<file path="config.mk">
export PLATFORM = sky130hd
export DESIGN_NAME = esg_merge
export DESIGN_NICKNAME = d
export VERILOG_FILES = /design/src/hdl/esg_pkg.sv /design/src/hdl/esg_merge.sv
export SDC_FILE = /design/constraint.sdc
export NUM_CORES = 1
export LEC_CHECK = 0
export ABC_AREA = 1
export ABC_CLOCK_PERIOD_IN_PS = 4100
export BUFFER_PORTS_ARGS = -buffer_cell sky130_fd_sc_hd__clkbuf_2
export CORE_MARGIN = 5
export CORE_UTILIZATION = 45
export CTS_CLUSTER_DIAMETER = 40
export DETAILED_ROUTE_END_ITERATION = 10
export PLACE_DENSITY = 0.75
export SLEW_MARGIN = 20
export SYNTH_ARGS = -nofsm -noshare
export SYNTH_HDL_FRONTEND = slang
export SYNTH_SLANG_ARGS = --single-unit
</file>
<file path="constraint.sdc">
create_clock -name clk_i -period 4.1 [get_ports clk_i]
set_clock_uncertainty 0.15 [all_clocks]
set_input_delay 0.205 -clock clk_i [delete_from_list [all_inputs] [get_ports clk_i]]
set_output_delay 0.205 -clock clk_i [all_outputs]
set_load 0.02 [all_outputs]
</file>
<file path="src/hdl/esg_pkg.sv">
// esg_pkg: shared types, widths and register codes for the elastic stress block
// no dependencies

package esg_pkg;

  localparam int unsigned GradW  = 32;
  localparam int unsigned StrW   = 32;
  localparam int unsigned CfgW   = 32;
  localparam int unsigned CfgIdxW = 3;
  localparam int unsigned SymW   = GradW + 1;        // g_ij + g_ji
  localparam int unsigned ProdW  = 2 * GradW;        // one g*g product
  localparam int unsigned PsumW  = ProdW + 2;        // sum of three products
  localparam int unsigned E2W    = PsumW - 24 + 1;   // rounded strain plus sym
  localparam int unsigned WW     = E2W + 1;          // doubled lane value
  localparam int unsigned TrW    = WW + 2;           // trace of three lane values
  localparam int unsigned HalfW  = 16;
  localparam int unsigned PaW    = WW + HalfW + 1;
  localparam int unsigned PcW    = TrW + HalfW + 1;
  localparam int unsigned AccW   = 80;
  localparam int unsigned OutShift = 25;

  localparam logic [1:0]      DimReset   = 2'd3;
  localparam logic [1:0]      ModeReset  = 2'd0;
  localparam logic [CfgW-1:0] MuReset    = 32'd5041231;
  localparam logic [CfgW-1:0] LamReset   = 32'd7561846;
  localparam logic [CfgW-1:0] PsLamReset = 32'd4321057;

  localparam logic [1:0] DimTwo    = 2'd2;
  localparam logic [1:0] ModePlane = 2'd1;

  typedef enum logic [CfgIdxW-1:0] {
    CFG_DIMENSION = 3'd0,
    CFG_MODE      = 3'd1,
    CFG_MU        = 3'd2,
    CFG_LAMBDA    = 3'd3,
    CFG_PS_LAMBDA = 3'd4
  } cfg_idx_e;

  typedef struct packed {
    logic signed [GradW-1:0] grad_00;
    logic signed [GradW-1:0] grad_01;
    logic signed [GradW-1:0] grad_02;
    logic signed [GradW-1:0] grad_10;
    logic signed [GradW-1:0] grad_11;
    logic signed [GradW-1:0] grad_12;
    logic signed [GradW-1:0] grad_20;
    logic signed [GradW-1:0] grad_21;
    logic signed [GradW-1:0] grad_22;
  } grad_t;

  typedef struct packed {
    logic signed [StrW-1:0] stress_00;
    logic signed [StrW-1:0] stress_01;
    logic signed [StrW-1:0] stress_02;
    logic signed [StrW-1:0] stress_10;
    logic signed [StrW-1:0] stress_11;
    logic signed [StrW-1:0] stress_12;
    logic signed [StrW-1:0] stress_20;
    logic signed [StrW-1:0] stress_21;
    logic signed [StrW-1:0] stress_22;
    logic                   saturated;
  } stress_t;

  // per-lane control
  typedef struct packed {
    logic svk;
    logic use_k2;
    logic diag;
    logic used;
  } lane_ctrl_t;

  // moduli split into 16-bit halves
  typedef struct packed {
    logic [HalfW-1:0] mh;
    logic [HalfW-1:0] ml;
    logic [HalfW-1:0] lh;
    logic [HalfW-1:0] ll;
  } coef_t;

endpackage

</file>
<file path="src/hdl/esg_merge.sv">
// esg_merge: combines the diagonal lanes into the registered trace term
// depends on esg_pkg

module esg_merge (
  input  logic                           clk_i,
  input  logic                           en_i,
  input  logic                           dim3_i,
  input  logic signed [esg_pkg::WW-1:0]  w00_i,
  input  logic signed [esg_pkg::WW-1:0]  w11_i,
  input  logic signed [esg_pkg::WW-1:0]  w22_i,
  output logic signed [esg_pkg::TrW-1:0] trace_o
);

  logic signed [esg_pkg::TrW-1:0] sum;

  // diagonal sum, halved since every lane carries a doubled value
  always_comb begin
    sum = esg_pkg::TrW'(w00_i) + esg_pkg::TrW'(w11_i)
        + (dim3_i ? esg_pkg::TrW'(w22_i) : '0);
  end

  always_ff @(posedge clk_i) begin
    if (en_i) begin
      trace_o <= sum >>> 1;
    end
  end

endmodule
</file>
==> results.cfg, run 1 <==
[outcome]
status = complete, no violations

[synth]
synth_cell_type_count = 32
avgSynthCellArea_um2 = 5.44
synth_top_flop_cell = edfxtp_1
mappedNetlistArea_um2 = 9430
synthArstFlopShare_pct = 0
synthCells = 1734
yosysWarnings = 0
ys_ff_latch = 45
synth_nets = 1959
synth_edf_count = 45
seq_area_frac_synth_pct = 14.3

[clocking]
cts_resized = 0
htreeDepth = 2
numCtsBuffers = 5
root_buffer = clkbuf_16
cts_tree = yes
post_cts_buffers = 0
cts_hold_buf = 0
clkTransAtPathRegs_ns = 0.07
cts_buffer_depth = 2
clock_sinks = 45

[routing]
drc_errors = 0
drt-vias-per-instance = 4.73
wl_per_cell_um = 13.0
drt_iter0_markers = 748
firstDrtPassIters = 5
wl_mm = 28.4
ant_nets = 0
vias = 10353

[pwr]
internal-power_mw = 1.59
power.net_switching_mw = 1.61
powerDensity_nw_per_um2 = 297
seq_power_share_pct = 22.4
comb_power_share_pct = 65.3
pwr-share-clk_pct = 12.4
switching_share_pct = 50.3
total_leakage_power_nw = 6.93
ir_worst_vdd_mv = 0.167

[job]
maxCapViolCount = 0

[placed_design]
hpwl_mm = 25.6
io_buffers = 180
place_congestion = 0.978
numPlacedInstances = 2183

[floorplanning]
rows = 53
ios = 181
die_h_um = 155
die_x_um = 155
core_area_um2 = 20800
start_util_pct = 45.3
die_area_um2 = 24000

[critical_path]
start_kind = input port
cp-end-kind = flip-flop
cp_max_fo = 5
required_ns = 3.98
worstSetupPathType = in -> reg
crit_arrival_ns = 3.38

[timing]
hold_slack_ns = 0.258
period_share_pct = 85.3
tns_ns = 0
rsz0062_at_grt = no
hold_viol = 0
maxSlewViolCount = 0
finalCriticalPeriod_ns = 3.50
worst_slew_pin_slew_ns = 0.959
fmax_mhz = 286
setup_viol = 0
slew_headroom_pct = 36.1

[grt]
antenna_found_initial = 0
first_global_vias = 9648
grt_max_degree = 46
grt_pass1_wl_mm = 45.3
grt_use_total_pct = 23.3
overflow = 0

[cells_and_area]
final_cell_count_no_fill = 2191
layout_commonest_cell = nand2_1
final_cell_mix = nand2_1 (732), inv_1 (404), clkbuf_2 (179)
syn2layout_area_growth_pct = 14.4
n_fill_cell = 2229
num_antenna_cells = 0
fin_nets = 2140
reg_top3 = trace_o x45
drive_gt1_share_pct = 16.1
regMostFlops = trace_o
largest_reg_flops = 45

[min_path]
holdCritPathClass = in -> reg
per-stage QoR:
stage / setup slack, ns / cell area (µm²) / utilization [%] / total power, mW
3_3_place_gp: 0.266 / 10600 / 51.1 / 2.78
4_1_cts: 0.594 / 10800 / 51.8 / 3.21
2_1_floorplan: 1.10 / 9430 / - / 2.19
6_report: 0.601 / 10800 / 51.8 / 3.20
3_5_place_dp: 0.317 / 10600 / 51.1 / 2.79
5_1_grt: 0.298 / 10800 / 51.8 / 3.50
routing by layer:
layer | track usage (%) | vias up | wire length (µm)
met4 | 9.42 | 0 | 1190
met1 | 30.4 | 4443 | 12700
li1 | - | 5524 | -
met3 | 1.09 | 64 | 1430
met2 | 40.5 | 322 | 13100
met5 | 0 | - | 0
critical path, stage by stage:
cell	delay (ns)
clkbuf_2	0.08
ha_1	0.22
inv_1	0.07
fa_1	0.40
inv_1	0.11
nand2_1	0.06
nand2_1	0.09
and2_1	0.19
nand3b_1	0.11
nand3_2	0.12
nand2_2	0.09
nand3_1	0.09
nand2_1	0.10
ha_1	0.41
nand2_1	0.14
nor2_2	0.21
inv_1	0.09
nor3_2	0.21
nand3_1	0.17
nand4_1	0.13
nand2_1	0.08
synth_stat cells, drive strengths merged (3+ instances only):
cell	instances	area (µm²)
a21oi	53	269
a31oi	6	37.5
and2	3	18.8
clkbuf	4	15.0
edfxtp	45	1350
ha	88	1100
inv	417	1570
nand2	770	2990
nand3	87	521
nand3b	3	35.0
nand4	12	75.1
nor2	169	796
nor3	7	45.0
nor4	3	31.3
o21ai	3	18.8
o21bai	9	67.6
xnor2	7	61.3
xor2	43	377
kinds of logic after synthesis:
group | share of synthesized area [%]
adder cells (fa/ha/maj) | 12.1
AND/OR/NAND/NOR | 47.9
buffers and inverters | 16.9
flip-flops | 14.3
XOR/XNOR | 4.64
AO/OA/AOI/OAI | 4.17
power groups by stage:
stage	Clock [mW]	Sequential, mW	Combinational [mW]
floorplan	0	0.894	1.30
global placement	0	0.725	2.05
detailed placement	0	0.729	2.06
CTS	0.408	0.720	2.08
global route	0.423	0.733	2.34
finish	0.396	0.717	2.09
layout make-up:
class	instances	area (µm²)	share of cell area [%]
clock buffer	5	125	1.16
clock inverter	3	21.3	0.197
tap	275	344	3.19
sequential	45	1350	12.5
multi-input combinational	1266	6480	60.1
timing repair buffer	180	901	8.35
inverter	417	1570	14.5
path summary, 6_finish.rpt:
kind,cells past startpoint,endpoint,slack [ns],start
max,21,trace_o[40]$_DFFE_PP_,0.60,w00_i[0]
min,4,trace_o[0]$_DFFE_PP_,0.26,w22_i[1]
(Power assumes the default switching activity.)
==> inputs of run 2 (changes only) <==
--- a/config.mk
+++ b/config.mk
@@ -8,11 +8,13 @@
 export ABC_AREA = 1
 export ABC_CLOCK_PERIOD_IN_PS = 4100
 export BUFFER_PORTS_ARGS = -buffer_cell sky130_fd_sc_hd__clkbuf_2
+export CORE_ASPECT_RATIO = 1.25
 export CORE_MARGIN = 5
-export CORE_UTILIZATION = 45
+export CORE_UTILIZATION = 35
 export CTS_CLUSTER_DIAMETER = 40
 export DETAILED_ROUTE_END_ITERATION = 10
-export PLACE_DENSITY = 0.75
+export GPL_TIMING_DRIVEN = 0
+export PLACE_DENSITY = 0.63
 export SLEW_MARGIN = 20
 export SYNTH_ARGS = -nofsm -noshare
 export SYNTH_HDL_FRONTEND = slang
==> run 2 against run 1 <==
Hold slack worse by 0.025 ns. Via count fell by 1.3%. Setup slack better by 0.017 ns. First-iteration DRC count is 45% lower. Final cell count grew 3.4%. Die area increased by 27%. Critical path depth rose by 1. Clock power about the same. Utilization decreased by 11 points. Count of clock-buffer cells in the layout stayed put. Maximum frequency rose by 0.50%. Critical path type unchanged. Largest cell class unchanged.
==> results.cfg, run 2 (same netlist as run 1, synthesis figures left out) <==
[cells_and_area]
postLayoutCellArea_um2 = 10900
regMostFlops = trace_o
n_fill_cell = 3041
final_cell_mix = nand2_1 (732), inv_1 (404), clkbuf_2 (178)
fin_nets = 2145
num_antenna_cells = 0
syn2layout_area_growth_pct = 15.6
multi_input_area_um2 = 6480
layout_commonest_cell = nand2_1
drive_gt1_share_pct = 16.0
reg_top3 = trace_o x45
seq_area_um2 = 1350
largest_reg_flops = 45

[clocking]
post_cts_buffers = 0
cts_resized = 0
cts_buffer_depth = 2
htreeDepth = 2
clock_sinks = 45
root_buffer = clkbuf_16
numCtsBuffers = 5
clkTransAtPathRegs_ns = 0.06
cts_hold_buf = 0
cts_tree = yes

[critical_path]
crit_slowest_cell = fa_1
critical_path.max_stage_delay_ns = 0.40
cpLargestDelayFamily = simple AND/OR/NAND/NOR gates
cp-end-kind = flip-flop
worstSetupPathType = in -> reg
required_ns = 3.99
cpMostUsedCell = nand2_1
cp_max_fo = 5
start_kind = input port
cp_cell_sequence = clkbuf_2 > ha_1 > inv_1 > fa_1 > inv_1 > nand2_1 > nand2_1 > nand4_1 > nand3_1 > nand3_1 > nand3_1 > nand2_1 > ha_1 > nand2_2 > nor2_4 > inv_1 > nor2_1 > nand2_1 > a21oi_1 > nor2_1 > nand2_1 > nand2_1
crit_buf_inv = 4
crit_arrival_ns = 3.37

[grt]
grt_use_total_pct = 19.5
grt_pass1_wl_mm = 47.4
grt_max_degree = 46
overflow = 0
antenna_found_initial = 0
first_global_vias = 9873

[pwr]
total_leakage_power_nw = 6.95
p_total_mw = 3.21
ir_worst_vdd_mv = 0.144
powerDensity_nw_per_um2 = 294

[placed_design]
hpwl_mm = 27.3
place_congestion = 0.893
dpl_cell_area_um2 = 10800
io_buffers = 179
place_ws_ns = 0.313

[timing]
fmax_mhz = 287
hold_viol = 0
layout_setup_ws_ns = 0.618
worst_slew_pin_slew_ns = 1.02
maxSlewViolCount = 0
setup_viol = 0
period_share_pct = 84.9
finalCriticalPeriod_ns = 3.48
tns_ns = 0
slew_headroom_pct = 31.9
rsz0062_at_grt = no

[floorplanning]
ios = 181
rows = 67
die_area_um2 = 30400
die_x_um = 157
die_h_um = 194
start_util_pct = 35.3
core_area_um2 = 26700

[routing]
drt-vias-per-instance = 4.51
wl_met3_um = 885
firstDrtPassIters = 5
vias = 10217
drt_iter0_markers = 409
wl_per_cell_um = 13.2
wl_met2_mm = 15.7
ant_nets = 0
drc_errors = 0
top_layer_used = met4
wl_mm = 30.0
met1_length_mm = 12.7

[min_path]
holdCritPathClass = in -> reg

[job]
maxCapViolCount = 0

[outcome]
status = complete, no violations
==> run 2: cell count changes in the layout (fill, tap and decap cells not counted), sizes merged <==
| cell | delta |
|---|---|
| clkinv | +2 |
| inv | -1 |
| clkbuf | +3 |
| clkinvlp | -1 |
| buf | +2 |
==> run 2: tightest hold or removal path: stages <==
cell and delay (ns):
clkbuf_2 0.08, nand2_1 0.05, inv_1 0.09, fa_1 0.16
==> run 2: routing by layer <==
layer,GRT usage [%],up-vias
met4,5.27,0
met3,0.939,33
met1,22.8,4467
li1,-,5519
met2,37.7,198
met5,0,-
==> run 2: through the flow <==
| stage | cells | util [%] | hold WS [ns] |
|---|---|---|---|
| 6_report | 2266 | 40.8 | 0.233 |
| 3_5_place_dp | 2258 | 40.2 | 0.512 |
| 3_3_place_gp | 2258 | 40.2 | 0.514 |
| 2_1_floorplan | 1734 | - | 0.167 |
| 4_1_cts | 2266 | 40.8 | 0.236 |
| 5_1_grt | 2266 | 40.8 | 0.249 |
==> run 2: path summary, 6_finish.rpt <==
path                  depth (start not counted)      from                    end  slack, ns
worst max-delay path                         22  w11_i[0]  trace_o[28]$_DFFE_PP_       0.62
worst min-delay path                          4  w22_i[1]   trace_o[0]$_DFFE_PP_       0.23
==> run 2: area by class of cell <==
cell class	instances	share of cell area [%]
Multi-Input combinational cell	1266	59.5
Clock inverter	3	0.161
Timing Repair Buffer	179	8.22
Inverter	417	14.4
Clock buffer	5	1.15
Buffer	6	0.275
Sequential cell	45	12.4
Tap cell	345	3.96
==> run 2: power breakdown <==
group | switching (mW) | internal, mW | total (mW)
Combinational | 1.41 | 0.680 | 2.09
Clock | 0.174 | 0.224 | 0.397
Sequential | 0.0314 | 0.688 | 0.720
Total | 1.61 | 1.59 | 3.21
==> inputs of run 3 (changes only) <==
--- a/config.mk
+++ b/config.mk
@@ -6,7 +6,7 @@
 export NUM_CORES = 1
 export LEC_CHECK = 0
 export ABC_AREA = 1
-export ABC_CLOCK_PERIOD_IN_PS = 4100
+export ABC_CLOCK_PERIOD_IN_PS = 2950
 export BUFFER_PORTS_ARGS = -buffer_cell sky130_fd_sc_hd__clkbuf_2
 export CORE_ASPECT_RATIO = 1.25
 export CORE_MARGIN = 5
@@ -14,7 +14,7 @@
 export CTS_CLUSTER_DIAMETER = 40
 export DETAILED_ROUTE_END_ITERATION = 10
 export GPL_TIMING_DRIVEN = 0
-export PLACE_DENSITY = 0.63
+export PLACE_DENSITY = 0.65
 export SLEW_MARGIN = 20
 export SYNTH_ARGS = -nofsm -noshare
 export SYNTH_HDL_FRONTEND = slang
==> constraint.sdc (replaced) <==
create_clock -name clk_i -period 2.95 [get_ports clk_i]
set_clock_uncertainty 0.15 [all_clocks]
set_input_delay 0.1475 -clock clk_i [delete_from_list [all_inputs] [get_ports clk_i]]
set_output_delay 0.1475 -clock clk_i [all_outputs]
set_load 0.02 [all_outputs]
==> run 3 against run 2 <==
Clock power is 36% higher. Count of clock-buffer cells in the layout stayed put. Via count is 4.3% higher. Setup slack worse by 0.55 ns. Global-route usage is 0.27 points higher. Final cell count is 1.1% higher. First-iteration DRC count is 23% higher. Sequential share of layout area is 2.2 points lower. Combinational power is 83% higher. Die area stayed put. Largest power group unchanged.
==> results.cfg, run 3 (same netlist as run 1, synthesis figures left out) <==
[outcome]
status = complete, no violations

[clocking]
cts_buffer_depth = 2
htreeDepth = 2
cts_hold_buf = 0
numCtsBuffers = 5
cts_tree = yes
clock_sinks = 45
clkTransAtPathRegs_ns = 0.06
root_buffer = clkbuf_16

[timing]
worst_slew_pin_slew_ns = 1.03
fmax_mhz = 348
layout_setup_ws_ns = 0.0724
setup_viol = 0
rsz0062_at_grt = yes
period_share_pct = 97.5
maxSlewViolCount = 0
hold_viol = 0
slew_headroom_pct = 31.4
finalCriticalPeriod_ns = 2.88
tns_ns = 0

[routing]
firstDrtPassIters = 5
wl_mm = 32.3
drt_iter0_markers = 504
drt-vias-per-instance = 4.65
vias = 10655
ant_nets = 0
drc_errors = 0
wl_per_cell_um = 14.1

[floorplanning]
die_x_um = 157
rows = 67
die_h_um = 194
die_area_um2 = 30400
start_util_pct = 35.3
core_area_um2 = 26700
ios = 181

[placed_design]
hpwl_mm = 27.0
place_ws_ns = -0.809
place_congestion = 0.931
numPlacedInstances = 2258
io_buffers = 179

[cells_and_area]
regMostFlops = trace_o
syn2layout_area_growth_pct = 40.6
num_antenna_cells = 0
final_cell_count_no_fill = 2291
layout_commonest_cell = nand2_1
largest_reg_flops = 45
final_cell_mix = nand2_1 (616), inv_1 (390), clkbuf_2 (176)
fin_nets = 2170
drive_gt1_share_pct = 34.0
reg_top3 = trace_o x45

[pwr]
ir_worst_vdd_mv = 0.197
powerDensity_nw_per_um2 = 405
total_leakage_power_nw = 7.37

[grt]
antenna_found_initial = 0
overflow = 0
grt_pass1_wl_mm = 48.3
first_global_vias = 10162
grt_max_degree = 46
grt_use_total_pct = 19.8

[job]
maxCapViolCount = 0

[min_path]
hold_depth = 4
holdCritPathClass = in -> reg
min_to = trace_o[0]$_DFFE_PP_
hold_start = w22_i[1]

[critical_path]
worstSetupPathType = in -> reg
start_kind = input port
cp-end-kind = flip-flop
required_ns = 2.84
crit_arrival_ns = 2.77
cp_max_fo = 4
## run 3: final cells by class
cell class | instances | area (µm²)
fill | 2752 | 13500
multi-input combinational | 1266 | 8650
inverter | 417 | 1570
sequential | 45 | 1350
timing repair buffer | 204 | 1100
tap | 345 | 432
clock buffer | 5 | 125
buffer | 6 | 30.0
clock inverter | 3 | 12.5
## run 3: where the power goes
part           switching, mW  internal (mW)
Clock                  0.235          0.306
Sequential            0.0414          0.956
Combinational           2.42           1.42
## run 3: stage by stage
step	instance area, µm²	total power [mW]	util [%]	hold WS [ns]
floorplan	9430	3.05	-	0.110
global placement	10800	3.91	40.2	0.456
detailed placement	10800	3.92	40.2	0.453
CTS	11600	4.76	43.6	0.183
global route	13300	5.77	49.6	0.204
finish	13300	5.37	49.6	0.181
## run 3: worst max path at each step
| stage | to | startpoint | slack, ns |
|---|---|---|---|
| final | trace_o[43]$_DFFE_PP_ | w11_i[0] | 0.07 |
| after global routing | trace_o[44]$_DFFE_PP_ | w11_i[0] | -0.09 |
| after CTS | trace_o[41]$_DFFE_PP_ | w00_i[0] | -0.02 |
| after detailed placement | trace_o[28]$_DFFE_PP_ | w00_i[0] | -0.81 |
| after global placement | trace_o[28]$_DFFE_PP_ | w00_i[0] | -0.81 |
| after floorplan | trace_o[42]$_DFFE_PP_ | w00_i[0] | 0.007 |
## run 3: routing by layer
layer	vias up	GRT usage, %	wire [µm]
met1	4808	22.8	13000
met3	48	1.07	1070
met4	0	6.75	968
met2	233	37.8	17200
li1	5566	-	-
met5	-	0	0
## run 3: repair_timing
item	4_1_cts	5_1_grt
setup endpoints to repair	30	30
resized for setup	172	312
pin swaps	38	99
setup buffers	10	15
## run 3: critical path, cell delays in order
cell and delay, ns:
buf_6 0.07, ha_4 0.13, inv_1 0.05, fa_2 0.34
inv_2 0.10, nand2_2 0.06, nand2_2 0.08, and2_4 0.16
nand3b_1 0.12, nand3_4 0.16, nand2_4 0.08, nand3_2 0.08
nand2_2 0.08, ha_4 0.33, nand2_4 0.07, inv_2 0.08
nand2_2 0.09, nor2_4 0.10, nand2_1 0.09, nor2_1 0.09
nand2_1 0.09, nand4_1 0.09, nand2_1 0.08
